`src/hw/rtl/zimd_pkg.sv`:
```
// Shared types, constants and the microcode table of the zigzag distance unit.
package zimd_pkg;

  localparam int unsigned INDEX_WIDTH_DEF = 31;
  localparam int unsigned DIST_WIDTH = 17;
  localparam int unsigned OUT_TDATA_WIDTH = ((DIST_WIDTH + 7) / 8) * 8;

  // Step counter width and the step addresses of the microprogram.
  localparam int unsigned STEP_W = 4;
  localparam logic [STEP_W-1:0] STEP_IDLE   = 4'd0;
  localparam logic [STEP_W-1:0] STEP_MUL_A0 = 4'd1;
  localparam logic [STEP_W-1:0] STEP_LOOP_A = 4'd2;
  localparam logic [STEP_W-1:0] STEP_LOOP_B = 4'd3;
  localparam logic [STEP_W-1:0] STEP_INC    = 4'd4;
  localparam logic [STEP_W-1:0] STEP_TRI_A  = 4'd5;
  localparam logic [STEP_W-1:0] STEP_RES_A  = 4'd6;
  localparam logic [STEP_W-1:0] STEP_RES_B  = 4'd7;
  localparam logic [STEP_W-1:0] STEP_COORD  = 4'd8;
  localparam logic [STEP_W-1:0] STEP_DIFF   = 4'd9;
  localparam logic [STEP_W-1:0] STEP_OUT    = 4'd10;
  localparam logic [STEP_W-1:0] STEP_LAST   = STEP_OUT;

  typedef enum logic {
    LANE_A,
    LANE_B
  } lane_e;

  typedef enum logic {
    MUL_PLAIN,
    MUL_BIT
  } mul_mode_e;

  typedef enum logic [1:0] {
    COND_NEXT,
    COND_WAIT_IN,
    COND_LOOP,
    COND_WAIT_OUT
  } cond_e;

  typedef struct packed {
    logic              in_ready;
    logic              mul_en;
    lane_e             mul_lane;
    mul_mode_e         mul_mode;
    logic              cmp_en;
    lane_e             cmp_lane;
    logic              bit_dec;
    logic              d_inc;
    logic              r_en;
    lane_e             r_lane;
    logic              coord_en;
    logic              diff_en;
    logic              out_en;
    cond_e             cond;
    logic [STEP_W-1:0] target;
  } ctrl_t;

  typedef struct packed {
    logic bit_done;
    logic out_free;
  } status_t;

  // Microcode ROM: one control word per step.
  function automatic ctrl_t ctrl_word(input logic [STEP_W-1:0] step);
    ctrl_t w;
    w = '0;
    w.cond = COND_NEXT;
    w.target = STEP_IDLE;
    case (step)
      STEP_IDLE: begin
        w.in_ready = 1'b1;
        w.cond = COND_WAIT_IN;
      end
      STEP_MUL_A0: begin
        w.mul_en = 1'b1;
        w.mul_lane = LANE_A;
        w.mul_mode = MUL_BIT;
      end
      STEP_LOOP_A: begin
        w.cmp_en = 1'b1;
        w.cmp_lane = LANE_A;
        w.mul_en = 1'b1;
        w.mul_lane = LANE_B;
        w.mul_mode = MUL_BIT;
        w.bit_dec = 1'b1;
      end
      STEP_LOOP_B: begin
        w.cmp_en = 1'b1;
        w.cmp_lane = LANE_B;
        w.mul_en = 1'b1;
        w.mul_lane = LANE_A;
        w.mul_mode = MUL_BIT;
        w.cond = COND_LOOP;
        w.target = STEP_LOOP_A;
      end
      STEP_INC: begin
        w.d_inc = 1'b1;
      end
      STEP_TRI_A: begin
        w.mul_en = 1'b1;
        w.mul_lane = LANE_A;
        w.mul_mode = MUL_PLAIN;
      end
      STEP_RES_A: begin
        w.r_en = 1'b1;
        w.r_lane = LANE_A;
        w.mul_en = 1'b1;
        w.mul_lane = LANE_B;
        w.mul_mode = MUL_PLAIN;
      end
      STEP_RES_B: begin
        w.r_en = 1'b1;
        w.r_lane = LANE_B;
      end
      STEP_COORD: begin
        w.coord_en = 1'b1;
      end
      STEP_DIFF: begin
        w.diff_en = 1'b1;
      end
      STEP_OUT: begin
        w.out_en = 1'b1;
        w.cond = COND_WAIT_OUT;
        w.target = STEP_IDLE;
      end
      default: begin
        w.cond = COND_WAIT_OUT;
        w.target = STEP_IDLE;
      end
    endcase
    return w;
  endfunction

endpackage

```
`src/hw/rtl/zigzag_index_manhattan_distance_unit.sv`:
```
// Top level of the zigzag index Manhattan distance unit.
//
//   channel   direction  handshake                     payload
//   s_axis    in         s_axis_tvalid / s_axis_tready  index_a, index_b
//   m_axis    out        m_axis_tvalid / m_axis_tready  distance
//
// A request passes the search, increment, triangle, remainder, coordinate
// and difference steps on its way to the result register, and a new one is
// taken only once the program is back in its idle step. The search sets this
// pace, bit by bit, as both lanes share one multiplier and wait for its product.
// Reset clears only the step counter and the result valid flag.
// A result not taken holds the last step, so input waits until it leaves.
module zigzag_index_manhattan_distance_unit #(
  parameter int unsigned INDEX_WIDTH = zimd_pkg::INDEX_WIDTH_DEF
) (
  input  logic                                 clk_i,
  input  logic                                 rst_ni,
  input  logic                                 s_axis_tvalid,
  output logic                                 s_axis_tready,
  // Fields from the lowest bit up: index_a, index_b, zero padding.
  input  logic [((2 * INDEX_WIDTH + 7) / 8) * 8 - 1:0] s_axis_tdata,
  output logic                                 m_axis_tvalid,
  input  logic                                 m_axis_tready,
  // Fields from the lowest bit up: distance, zero padding.
  output logic [zimd_pkg::OUT_TDATA_WIDTH-1:0] m_axis_tdata
);

  zimd_pkg::ctrl_t   ctrl;
  zimd_pkg::status_t stat;
  logic [zimd_pkg::DIST_WIDTH-1:0] distance;

  // The sequencer steps through the microprogram and emits one control word
  // per cycle; the datapath carries out what that word asks for.
  zimd_seq u_seq (
    .clk_i      (clk_i),
    .rst_ni     (rst_ni),
    .in_valid_i (s_axis_tvalid),
    .stat_i     (stat),
    .ctrl_o     (ctrl)
  );

  // The request is ready only in the idle step of the program.
  assign s_axis_tready = ctrl.in_ready;

  zimd_dp #(
    .INDEX_WIDTH (INDEX_WIDTH)
  ) u_dp (
    .clk_i       (clk_i),
    .rst_ni      (rst_ni),
    .ctrl_i      (ctrl),
    .in_valid_i  (s_axis_tvalid),
    .index_a_i   (s_axis_tdata[INDEX_WIDTH-1:0]),
    .index_b_i   (s_axis_tdata[2*INDEX_WIDTH-1:INDEX_WIDTH]),
    .out_ready_i (m_axis_tready),
    .stat_o      (stat),
    .out_valid_o (m_axis_tvalid),
    .distance_o  (distance)
  );

  // The distance sits in the low bits, the rest of the byte lane is zero.
  assign m_axis_tdata = {{(zimd_pkg::OUT_TDATA_WIDTH - zimd_pkg::DIST_WIDTH){1'b0}}, distance};

endmodule

```
`src/hw/rtl/zimd_seq.sv`:
```
// Microcode sequencer: step counter, control ROM lookup and jump logic.
module zimd_seq (
  input  logic              clk_i,
  input  logic              rst_ni,
  input  logic              in_valid_i,
  input  zimd_pkg::status_t stat_i,
  output zimd_pkg::ctrl_t   ctrl_o
);

  logic [zimd_pkg::STEP_W-1:0] step_q, step_d;

  assign ctrl_o = zimd_pkg::ctrl_word(step_q);

  always_comb begin
    case (ctrl_o.cond)
      zimd_pkg::COND_NEXT:     step_d = step_q + 1'b1;
      zimd_pkg::COND_WAIT_IN:  step_d = in_valid_i ? step_q + 1'b1 : step_q;
      zimd_pkg::COND_LOOP:     step_d = stat_i.bit_done ? step_q + 1'b1 : ctrl_o.target;
      zimd_pkg::COND_WAIT_OUT: step_d = stat_i.out_free ? ctrl_o.target : step_q;
      default:                 step_d = zimd_pkg::STEP_IDLE;
    endcase
  end

  always_ff @(posedge clk_i or negedge rst_ni) begin
    if (!rst_ni) begin
      step_q <= zimd_pkg::STEP_IDLE;
    end else begin
      step_q <= step_d;
    end
  end

`ifndef SYNTHESIS
  a_step_range: assert property (@(posedge clk_i) disable iff (!rst_ni)
    step_q <= zimd_pkg::STEP_LAST)
    else $error("step counter left the microprogram");

  a_accept_starts: assert property (@(posedge clk_i) disable iff (!rst_ni)
    (ctrl_o.in_ready && in_valid_i) |=> step_q == zimd_pkg::STEP_MUL_A0)
    else $error("accepted request did not start the search");

  a_loop_back: assert property (@(posedge clk_i) disable iff (!rst_ni)
    (step_q == zimd_pkg::STEP_LOOP_B && !stat_i.bit_done)
      |=> step_q == zimd_pkg::STEP_LOOP_A)
    else $error("search loop exited early");
`endif

endmodule

```
`src/hw/rtl/zimd_dp.sv`:
```
// Datapath: two index lanes, shared triangular-number multiplier, result register.
module zimd_dp #(
  parameter int unsigned INDEX_WIDTH = zimd_pkg::INDEX_WIDTH_DEF
) (
  input  logic                            clk_i,
  input  logic                            rst_ni,
  input  zimd_pkg::ctrl_t                 ctrl_i,
  input  logic                            in_valid_i,
  input  logic [INDEX_WIDTH-1:0]          index_a_i,
  input  logic [INDEX_WIDTH-1:0]          index_b_i,
  input  logic                            out_ready_i,
  output zimd_pkg::status_t               stat_o,
  output logic                            out_valid_o,
  output logic [zimd_pkg::DIST_WIDTH-1:0] distance_o
);

  localparam int unsigned SB = (INDEX_WIDTH + 1) / 2 + 1;
  localparam int unsigned PW = 2 * SB;
  localparam int unsigned CW = $clog2(SB) + 1;
  localparam int unsigned SUMW = (SB + 1 > zimd_pkg::DIST_WIDTH) ? SB + 1 : zimd_pkg::DIST_WIDTH;

  logic [INDEX_WIDTH-1:0] na_q, nb_q;
  logic [SB-1:0] da_q, db_q;
  logic [CW-1:0] bit_q;
  logic [SB-1:0] cand_q;
  logic [PW-1:0] prod_q;
  logic [SB-1:0] ra_q, rb_q;
  logic [SB-1:0] xa_q, ya_q, xb_q, yb_q;
  logic [SB-1:0] dx_q, dy_q;
  logic out_valid_q;
  logic [zimd_pkg::DIST_WIDTH-1:0] out_data_q;

  logic load;
  logic [SB-1:0] one_hot, d_mul, base, fa;
  logic [SB:0] base_p1, fb;
  logic [2*SB:0] prod_full;
  logic [INDEX_WIDTH-1:0] n_cmp, n_res;
  logic cmp_less;
  logic [PW-1:0] r_full;
  logic [SUMW-1:0] sum;
  logic out_write;

  assign load = ctrl_i.in_ready && in_valid_i;

  // Candidate diagonal and its triangular number, split so the even factor is halved.
  assign one_hot = {{(SB-1){1'b0}}, 1'b1} << bit_q[CW-2:0];
  assign d_mul = (ctrl_i.mul_lane == zimd_pkg::LANE_A) ? da_q : db_q;
  assign base = (ctrl_i.mul_mode == zimd_pkg::MUL_BIT) ? (d_mul | one_hot) : d_mul;
  assign base_p1 = {1'b0, base} + 1'b1;
  assign fa = base[0] ? base : (base >> 1);
  assign fb = base[0] ? {1'b0, base_p1[SB:1]} : base_p1;
  assign prod_full = {{(SB+1){1'b0}}, fa} * {{SB{1'b0}}, fb};

  assign n_cmp = (ctrl_i.cmp_lane == zimd_pkg::LANE_A) ? na_q : nb_q;
  assign cmp_less = prod_q < {{(PW-INDEX_WIDTH){1'b0}}, n_cmp};
  assign n_res = (ctrl_i.r_lane == zimd_pkg::LANE_A) ? na_q : nb_q;
  assign r_full = prod_q - {{(PW-INDEX_WIDTH){1'b0}}, n_res};

  assign sum = {{(SUMW-SB){1'b0}}, dx_q} + {{(SUMW-SB){1'b0}}, dy_q};

  assign stat_o.bit_done = bit_q[CW-1];
  assign stat_o.out_free = !out_valid_q || out_ready_i;
  assign out_write = ctrl_i.out_en && stat_o.out_free;

  always_ff @(posedge clk_i) begin
    if (load) begin
      na_q <= index_a_i;
      nb_q <= index_b_i;
      da_q <= '0;
      db_q <= '0;
      bit_q <= CW'(SB - 1);
    end else begin
      if (ctrl_i.bit_dec) begin
        bit_q <= bit_q - 1'b1;
      end
      if (ctrl_i.d_inc) begin
        da_q <= da_q + 1'b1;
        db_q <= db_q + 1'b1;
      end else if (ctrl_i.cmp_en && cmp_less) begin
        if (ctrl_i.cmp_lane == zimd_pkg::LANE_A) begin
          da_q <= cand_q;
        end else begin
          db_q <= cand_q;
        end
      end
    end
    if (ctrl_i.mul_en) begin
      cand_q <= base;
      prod_q <= prod_full[PW-1:0];
    end
    if (ctrl_i.r_en) begin
      if (ctrl_i.r_lane == zimd_pkg::LANE_A) begin
        ra_q <= r_full[SB-1:0];
      end else begin
        rb_q <= r_full[SB-1:0];
      end
    end
    // Even diagonals run one way, odd diagonals the other.
    if (ctrl_i.coord_en) begin
      if (!da_q[0]) begin
        xa_q <= da_q - ra_q;
        ya_q <= ra_q + 1'b1;
      end else begin
        xa_q <= ra_q + 1'b1;
        ya_q <= da_q - ra_q;
      end
      if (!db_q[0]) begin
        xb_q <= db_q - rb_q;
        yb_q <= rb_q + 1'b1;
      end else begin
        xb_q <= rb_q + 1'b1;
        yb_q <= db_q - rb_q;
      end
    end
    if (ctrl_i.diff_en) begin
      dx_q <= (xa_q > xb_q) ? xa_q - xb_q : xb_q - xa_q;
      dy_q <= (ya_q > yb_q) ? ya_q - yb_q : yb_q - ya_q;
    end
    if (out_write) begin
      out_data_q <= sum[zimd_pkg::DIST_WIDTH-1:0];
    end
  end

  always_ff @(posedge clk_i or negedge rst_ni) begin
    if (!rst_ni) begin
      out_valid_q <= 1'b0;
    end else if (out_write) begin
      out_valid_q <= 1'b1;
    end else if (out_ready_i) begin
      out_valid_q <= 1'b0;
    end
  end

  assign out_valid_o = out_valid_q;
  assign distance_o = out_data_q;

endmodule

```
`config.mk`:
```
export PLATFORM = sky130hd
export DESIGN_NAME = zigzag_index_manhattan_distance_unit
export DESIGN_NICKNAME = d
export VERILOG_FILES = /design/src/hw/rtl/zimd_pkg.sv /design/src/hw/rtl/zigzag_index_manhattan_distance_unit.sv /design/src/hw/rtl/zimd_seq.sv /design/src/hw/rtl/zimd_dp.sv
export SDC_FILE = /design/constraint.sdc
export NUM_CORES = 2
export LEC_CHECK = 0
export ABC_CLOCK_PERIOD_IN_PS = 16000
export BUFFER_PORTS_ARGS = -buffer_cell sky130_fd_sc_hd__buf_2
export CORE_ASPECT_RATIO = 0.5
export CORE_MARGIN = 3
export CORE_UTILIZATION = 65
export CTS_CLUSTER_SIZE = 28
export DETAILED_ROUTE_END_ITERATION = 12
export MAX_ROUTING_LAYER = met4
export PLACE_DENSITY = 0.87
export SETUP_SLACK_MARGIN = 0.4
export SLEW_MARGIN = 30
export SYNTH_ARGS = -nofsm -noshare
export SYNTH_HDL_FRONTEND = slang
export SYNTH_SLANG_ARGS = --single-unit
```
`constraint.sdc`:
```
create_clock -name clk_i -period 16 [get_ports clk_i]
set_input_delay 1.6 -clock clk_i [delete_from_list [all_inputs] [get_ports clk_i]]
set_output_delay 1.6 -clock clk_i [all_outputs]
set_load 0.03 [all_outputs]
```
**Word level (Yosys, flattened, before mapping)**

Cells that the tools add are included.

- Register bits after elaboration: 311
- Latch bits: 0
- Bits in writable memories: 0
- Bits in read-only memories: 0
- Input bits: 68
- Memories: 0

- Add/sub/neg operators: 15
- Multiply operators: 1
- Divide/modulo/power cells: 0
- Order comparisons: 3
- Equality and inequality tests: 16
- Shifts and indexed selects: 1
- Muxes and demuxes: 35
- Bitwise logic cells: 2
- Reduce and logical (&&, ||, !) cells: 17

Operators with widths:

| kind | count |
|---|---|
| 17-bit 2-to-1 mux | 16 |
| 17-bit subtractor | 7 |
| 17-bit by 1-bit adder with 17-bit output, second input constant | 4 |
| 17-bit greater-than comparator | 2 |
| 34-bit by 31-bit < comparator with 1-bit output | 1 |
| 17-bit by 18-bit multiplier with 34-bit output | 1 |
| 31-bit 2-to-1 mux | 1 |
| 17-bit by 1-bit adder with 18-bit output, second input constant | 1 |
| 18-bit 2-to-1 mux | 1 |
| 17-bit adder | 1 |
| 17-bit bitwise OR | 1 |
| 1-bit by 5-bit left shift with 17-bit output, first input constant | 1 |
| 4-bit by 3-bit equality test with 1-bit output, second input constant | 4 |
| 4-bit case mux with 4 select lines | 1 |
| 4-bit equality test, second input constant | 3 |
| 4-bit 2-to-1 mux | 3 |
| 3-bit case mux with 4 select lines | 1 |
| 2-bit AND reduction | 5 |
| 4-bit by 2-bit equality test with 1-bit output, second input constant | 2 |
| 1-bit 2-to-1 mux | 8 |
| 2-bit case mux with 2 select lines | 2 |
| 8-bit OR reduction | 1 |
| 2-bit case mux with 3 select lines | 1 |
| 2-bit nonzero test | 3 |
| 15 further kinds | 19 |

**Depth between registers and ports, before layout**

- Depth in word-level cells: 9
- Mapped depth: 44
- Gate-level depth less buffers: 34

**Cells and area by module**

From an unflattened synthesis, not the netlist that was laid out.

- Cell total of the unflattened synthesis: 3128
- Area total of the unflattened synthesis: 29894.9 sq um

By module, submodules not included:

| module | times used | cells each | area each (sq um) | sequential area each (sq um) |
|---|---|---|---|---|
| zimd_dp | 1 | 3053 | 29285.6 | 8813.5 |
| zimd_seq | 1 | 67 | 553.0 | 100.1 |
| zigzag_index_manhattan_distance_unit | 1 | 8 | 56.3 | 0.0 |

**Least setup slack after synthesis**

Ideal clock, no wire load.

- Path kind: register to register
- Start: reg u_seq.step_q[0] (netlist name)
- End: reg u_dp.prod_q[33] (data pin)
- Arrival time: 10024 ps
- Path slack: 5715 ps
- Stages on the path, launching flop included: 44
- Period minus slack after synthesis: 10285 ps
- Cell sequence: dfrtp_1 -> inv_1 -> ha_1 -> buf_6 -> nor2b_4 -> buf_6 -> buf_12 -> buf_8 -> buf_2 -> a221oi_1 -> clkbuf_1 -> inv_1 -> buf_2 -> clkbuf_1 -> buf_1 -> ha_1 -> inv_1 -> nor3_1 -> (+8 left out) -> fa_1 -> fa_1 -> inv_1 -> fa_1 -> fa_1 -> inv_1 -> fa_1 -> inv_1 -> ha_1 -> and4_1 -> nand4_1 -> a211o_1 -> and3_1 -> o31a_1 -> a21o_1 -> a211oi_1 -> o22ai_1 -> xnor2_1

- Cells in the longest elaborated chain, start to end: 9
- Elaborated cells between the ends (all ways): 14

Ends and longest elaborated chain:

| element | RTL line | text |
|---|---|---|
| start: declaration | zimd_seq.sv:10 | `logic [zimd_pkg::STEP_W-1:0] step_q, step_d;` |
| start signal: assignment | zimd_seq.sv:26 | `step_q <= zimd_pkg::STEP_IDLE;` |
| start signal: assignment | zimd_seq.sv:28 | `step_q <= step_d;` |
| 4-bit by 1-bit equality test with 1-bit output / 4-bit by 2-bit equality test with 1-bit output (equally long branches) | zimd_pkg.sv:69 | `case (step)` |
| 2-bit OR reduction (no line) | -- |  |
| 3-bit case mux with 4 select lines (*) | zimd_pkg.sv:69 |  |
| 17-bit 2-to-1 mux | zimd_dp.sv:47 | `assign d_mul = (ctrl_i.mul_lane == zimd_pkg::LANE_A) ? da_q : db_q;` |
| 17-bit bitwise OR | zimd_dp.sv:48 | `assign base = (ctrl_i.mul_mode == zimd_pkg::MUL_BIT) ? (d_mul \| one_hot) : d_mul;` |
| 17-bit 2-to-1 mux (*) | zimd_dp.sv:48 |  |
| named net u_dp.base[0] | zimd_dp.sv:34 | `logic [SB-1:0] one_hot, d_mul, base, fa;` |
| 17-bit by 1-bit adder with 18-bit output | zimd_dp.sv:49 | `assign base_p1 = {1'b0, base} + 1'b1;` |
| 18-bit 2-to-1 mux | zimd_dp.sv:51 | `assign fb = base[0] ? {1'b0, base_p1[SB:1]} : base_p1;` |
| 17-bit by 18-bit multiplier with 34-bit output (*) | zimd_dp.sv:52 | `assign prod_full = {{(SB+1){1'b0}}, fa} * {{SB{1'b0}}, fb};` |
| named net u_dp.prod_full[33] | zimd_dp.sv:36 | `logic [2*SB:0] prod_full;` |
| end signal: assignment | zimd_dp.sv:89 | `prod_q <= prod_full[PW-1:0];` |
| end: declaration | zimd_dp.sv:26 | `logic [PW-1:0] prod_q;` |

The timed path passes the listed nets; every way through them passes the cells marked *.
A chain may end at the register's enable or synchronous reset.

**Worst setup path in the final report**

- Start: reg u_seq.step_q[0] (netlist name)
- End: reg u_dp.prod_q[32] (data pin)

- Cells in the longest elaborated chain, start to end: 9
- Elaborated cells between the ends (all ways): 14

Ends and longest elaborated chain:

| element | RTL line |
|---|---|
| 4-bit by 1-bit equality test with 1-bit output / 4-bit by 2-bit equality test with 1-bit output (equally long branches) | zimd_pkg.sv:69 |
| 2-bit OR reduction (no line) | -- |
| 3-bit case mux with 4 select lines (*) | zimd_pkg.sv:69 |
| 17-bit 2-to-1 mux | zimd_dp.sv:47 |
| 17-bit bitwise OR | zimd_dp.sv:48 |
| 17-bit 2-to-1 mux (*) | zimd_dp.sv:48 |
| 17-bit by 1-bit adder with 18-bit output | zimd_dp.sv:49 |
| 18-bit 2-to-1 mux | zimd_dp.sv:51 |
| 17-bit by 18-bit multiplier with 34-bit output (*) | zimd_dp.sv:52 |
| named net u_dp.prod_full[32] | zimd_dp.sv:36 |

Marked as above.

==> metrics.txt <==
CTS tree built; RR Endpoint u_dp.prod_q[32]; max reg flops 34; clk sinks roughly 310; fraction of layout instances using a drive strength above 1 around 6.7%; largest cells by area after synthesis edfxtp_1, fa_1, ha_1; CP endpoint kind flop; number of library cell types mapped by synthesis 90; setup bufs post-CTS 0; gr usage total 30.2%; first-pass GRT wire length 114 mm; Highest Clock Rate about 81 MHz; core area 44600 um2; critical path startpoint category flop; initial antenna violation count 1; met2 GRT Util between 40% and 50%; commonest non-fill, non-tap cell in the layout inv_1; largest net degree at the start of global routing 81; Biggest register u_dp.prod_q; cell taking the most area after synthesis edfxtp_1; Final Critical Period 12.40 ns; CTS Hold Bufs 0; DR vias/cell 5.99; Chip Height 158 um; Setup-failing EPs final 0; ys async rst share 1.61%; post-synth design cell area 30000 um2; via count between 20000 and 25000; Initial DRC Count 1957; Buffers on Ports between 80 and 90; Synth-to-Final Area Change 7.13%; Hold Crit Class flop to flop; Worst Setup EP u_dp.prod_q[32]; # nets final approximately 3800; Mapped Cells around 3100; crit path DAT 12.74 ns; Slew HR between 20% and 30%; max incr delay on CP 0.81 ns; reg2reg path depth 35; CTS buffer count 31; r2r startpoint u_seq.step_q[0]; Crit Path Category flop to flop; Data required, critical path 16.34 ns; RSZ-0062 raised after global routing false; ys flop type edfxtp_1; FF+latch count, synth 311; grt met3 use 4.95%; Ys Warns 0; Critical path origin u_seq.step_q[0]; die area 49000 um2; clock-pin slew on the worst setup and hold paths 0.06 ns; CTS H-Tree Depth 1; Detail Route Antenna Nets 0; M1 GR Usage roughly 39%; HPWL Detailed 55.5 mm; status completed; Placer Congestion 0.958; drc violations 0; most frequent cells in the layout inv_1, ha_1, edfxtp_1; row count 54; first-pass iteration count of the detailed router 6; syn avg cell area 9.58 um2; I/O pin count 94; TNS Setup 0 ns; Die X 310 um; CTS root buffer clkbuf_16; vias in the first global route 23000; FF-to-FF setup slack 3.60 ns; largest buffer count on any clock path 3; initial core utilization between 60% and 70%; Least-Margin Pin Slew 1.06 ns; Slew Limit Fails 0; CP max FO slightly above 60; Clock Latency Late Sink about 0.60 ns; Post-Route WL approximately 70 mm; Period Utilization, post-route 77.5%; slowest cell on the critical path nor2b_4; final-report hold violation count 0; routed len/inst 18.4 um; skew final 0.0279 ns; GR Overflow Total 0; largest registers u_dp.prod_q x34, u_dp.na_q x31, u_dp.nb_q x31; top-area cell type share of the netlist area 26.6%; Max-cap violations 0; PostCTS Resize Cnt 0; global route hottest layer met2; sequential fraction of the synthesis area 29.7%; Post-synth EDFFs approximately 270
==> worst max-delay path: cells and delay by family (launching register included) <==
kind	cells	cell delay (ns)
adders and majority gates	9	4.35
AOI/OAI and AO/OA	8	2.58
and+or+nand+nor	7	2.93
xor gates and xnor gates	2	0.29
buffers and inverters	9	1.54
DFF	1	0.43
==> cell type report <==
cell class / instances / area (um2)
Sequential cell: 311 / 8910
Clock inverter: 12 / 111
Tap cell: 588 / 736
Fill cell: 3108 / 12400
Timing Repair Buffer: 121 / 702
Antenna cell: 1 / 2.50
Inverter: 479 / 1800
Clock buffer: 46 / 873
Multi-Input combinational cell: 2263 / 19000
==> cells in the mapped netlist, types with 12 or more instances <==
master	count
nor4_1	13
ha_1	284
fa_1	246
nand3_1	60
nand2_1	258
nand2b_1	48
inv_1	475
o21a_1	23
a21oi_1	189
o21ai_0	90
nor2b_1	42
a211oi_1	15
nand4_1	22
a31oi_1	14
xnor2_1	115
o21bai_1	16
or3_1	17
o31ai_1	14
clkbuf_1	68
mux2i_1	113
edfxtp_1	266
nor2_1	247
or2_2	16
and3_1	17
a21o_1	68
xor2_1	51
dfxtp_1	40
buf_2	12
nor3_1	58
nand3b_1	19
and2_1	32
==> how the worst min path moves through the flow <==
| stage | slack (ns) | endpoint | cells after the start | from |
|---|---|---|---|---|
| finish | 0.54 | u_dp.bit_q[5] | 2 | u_dp.bit_q[5] |
| detailed placement | 0.52 | u_dp.bit_q[5] | 2 | u_dp.bit_q[5] |
| global placement | 0.50 | u_dp.bit_q[5] | 2 | u_dp.bit_q[5] |
| floorplan | 0.48 | u_dp.bit_q[5] | 2 | u_dp.bit_q[5] |
| global route | 0.58 | u_dp.distance_o[0] | 1 | u_dp.dx_q[0] |
| CTS | 0.53 | u_dp.bit_q[5] | 2 | u_dp.bit_q[5] |
==> metrics by stage <==
step	cell area [um2]	worst slack [ns]	instances	hold WS, ns	utilization, %
final	32200	3.60	3821	0.535	72.1
after global routing	32200	3.02	3821	0.581	72.1
after CTS	32100	3.89	3820	0.532	72.1
after detailed placement	31200	4.00	3762	0.517	69.9
after global placement	31100	4.23	3761	0.504	69.8
after floorplan	30100	5.72	3155	0.479	-
==> cells by family (layout without fill, tap and decap cells) <==
kind of cell    Yosys count  count (layout)  synth area share (%)
compound gates          548             548                  11.7
mux                     117             117                  3.93
fa+ha+maj               530             530                  28.2
flops                   311             311                  29.7
xor+xnor                167             167                  4.90
simple gates            878             878                  14.0
buf+inv                 581             658                  7.57
other cells               2              24                0.0250
==> layer usage <==
| layer | up-vias | part of all wire (%) |
|---|---|---|
| met1 | 11100 | 41 |
| met4 | 0 | 3.7 |
| li1 | 10700 | - |
| met2 | 979 | 47 |
| met5 | - | 0 |
| met3 | 156 | 8.5 |
Power is not shown: default switching activity piles up to over one toggle a cycle in this logic, so the estimate is an artifact.
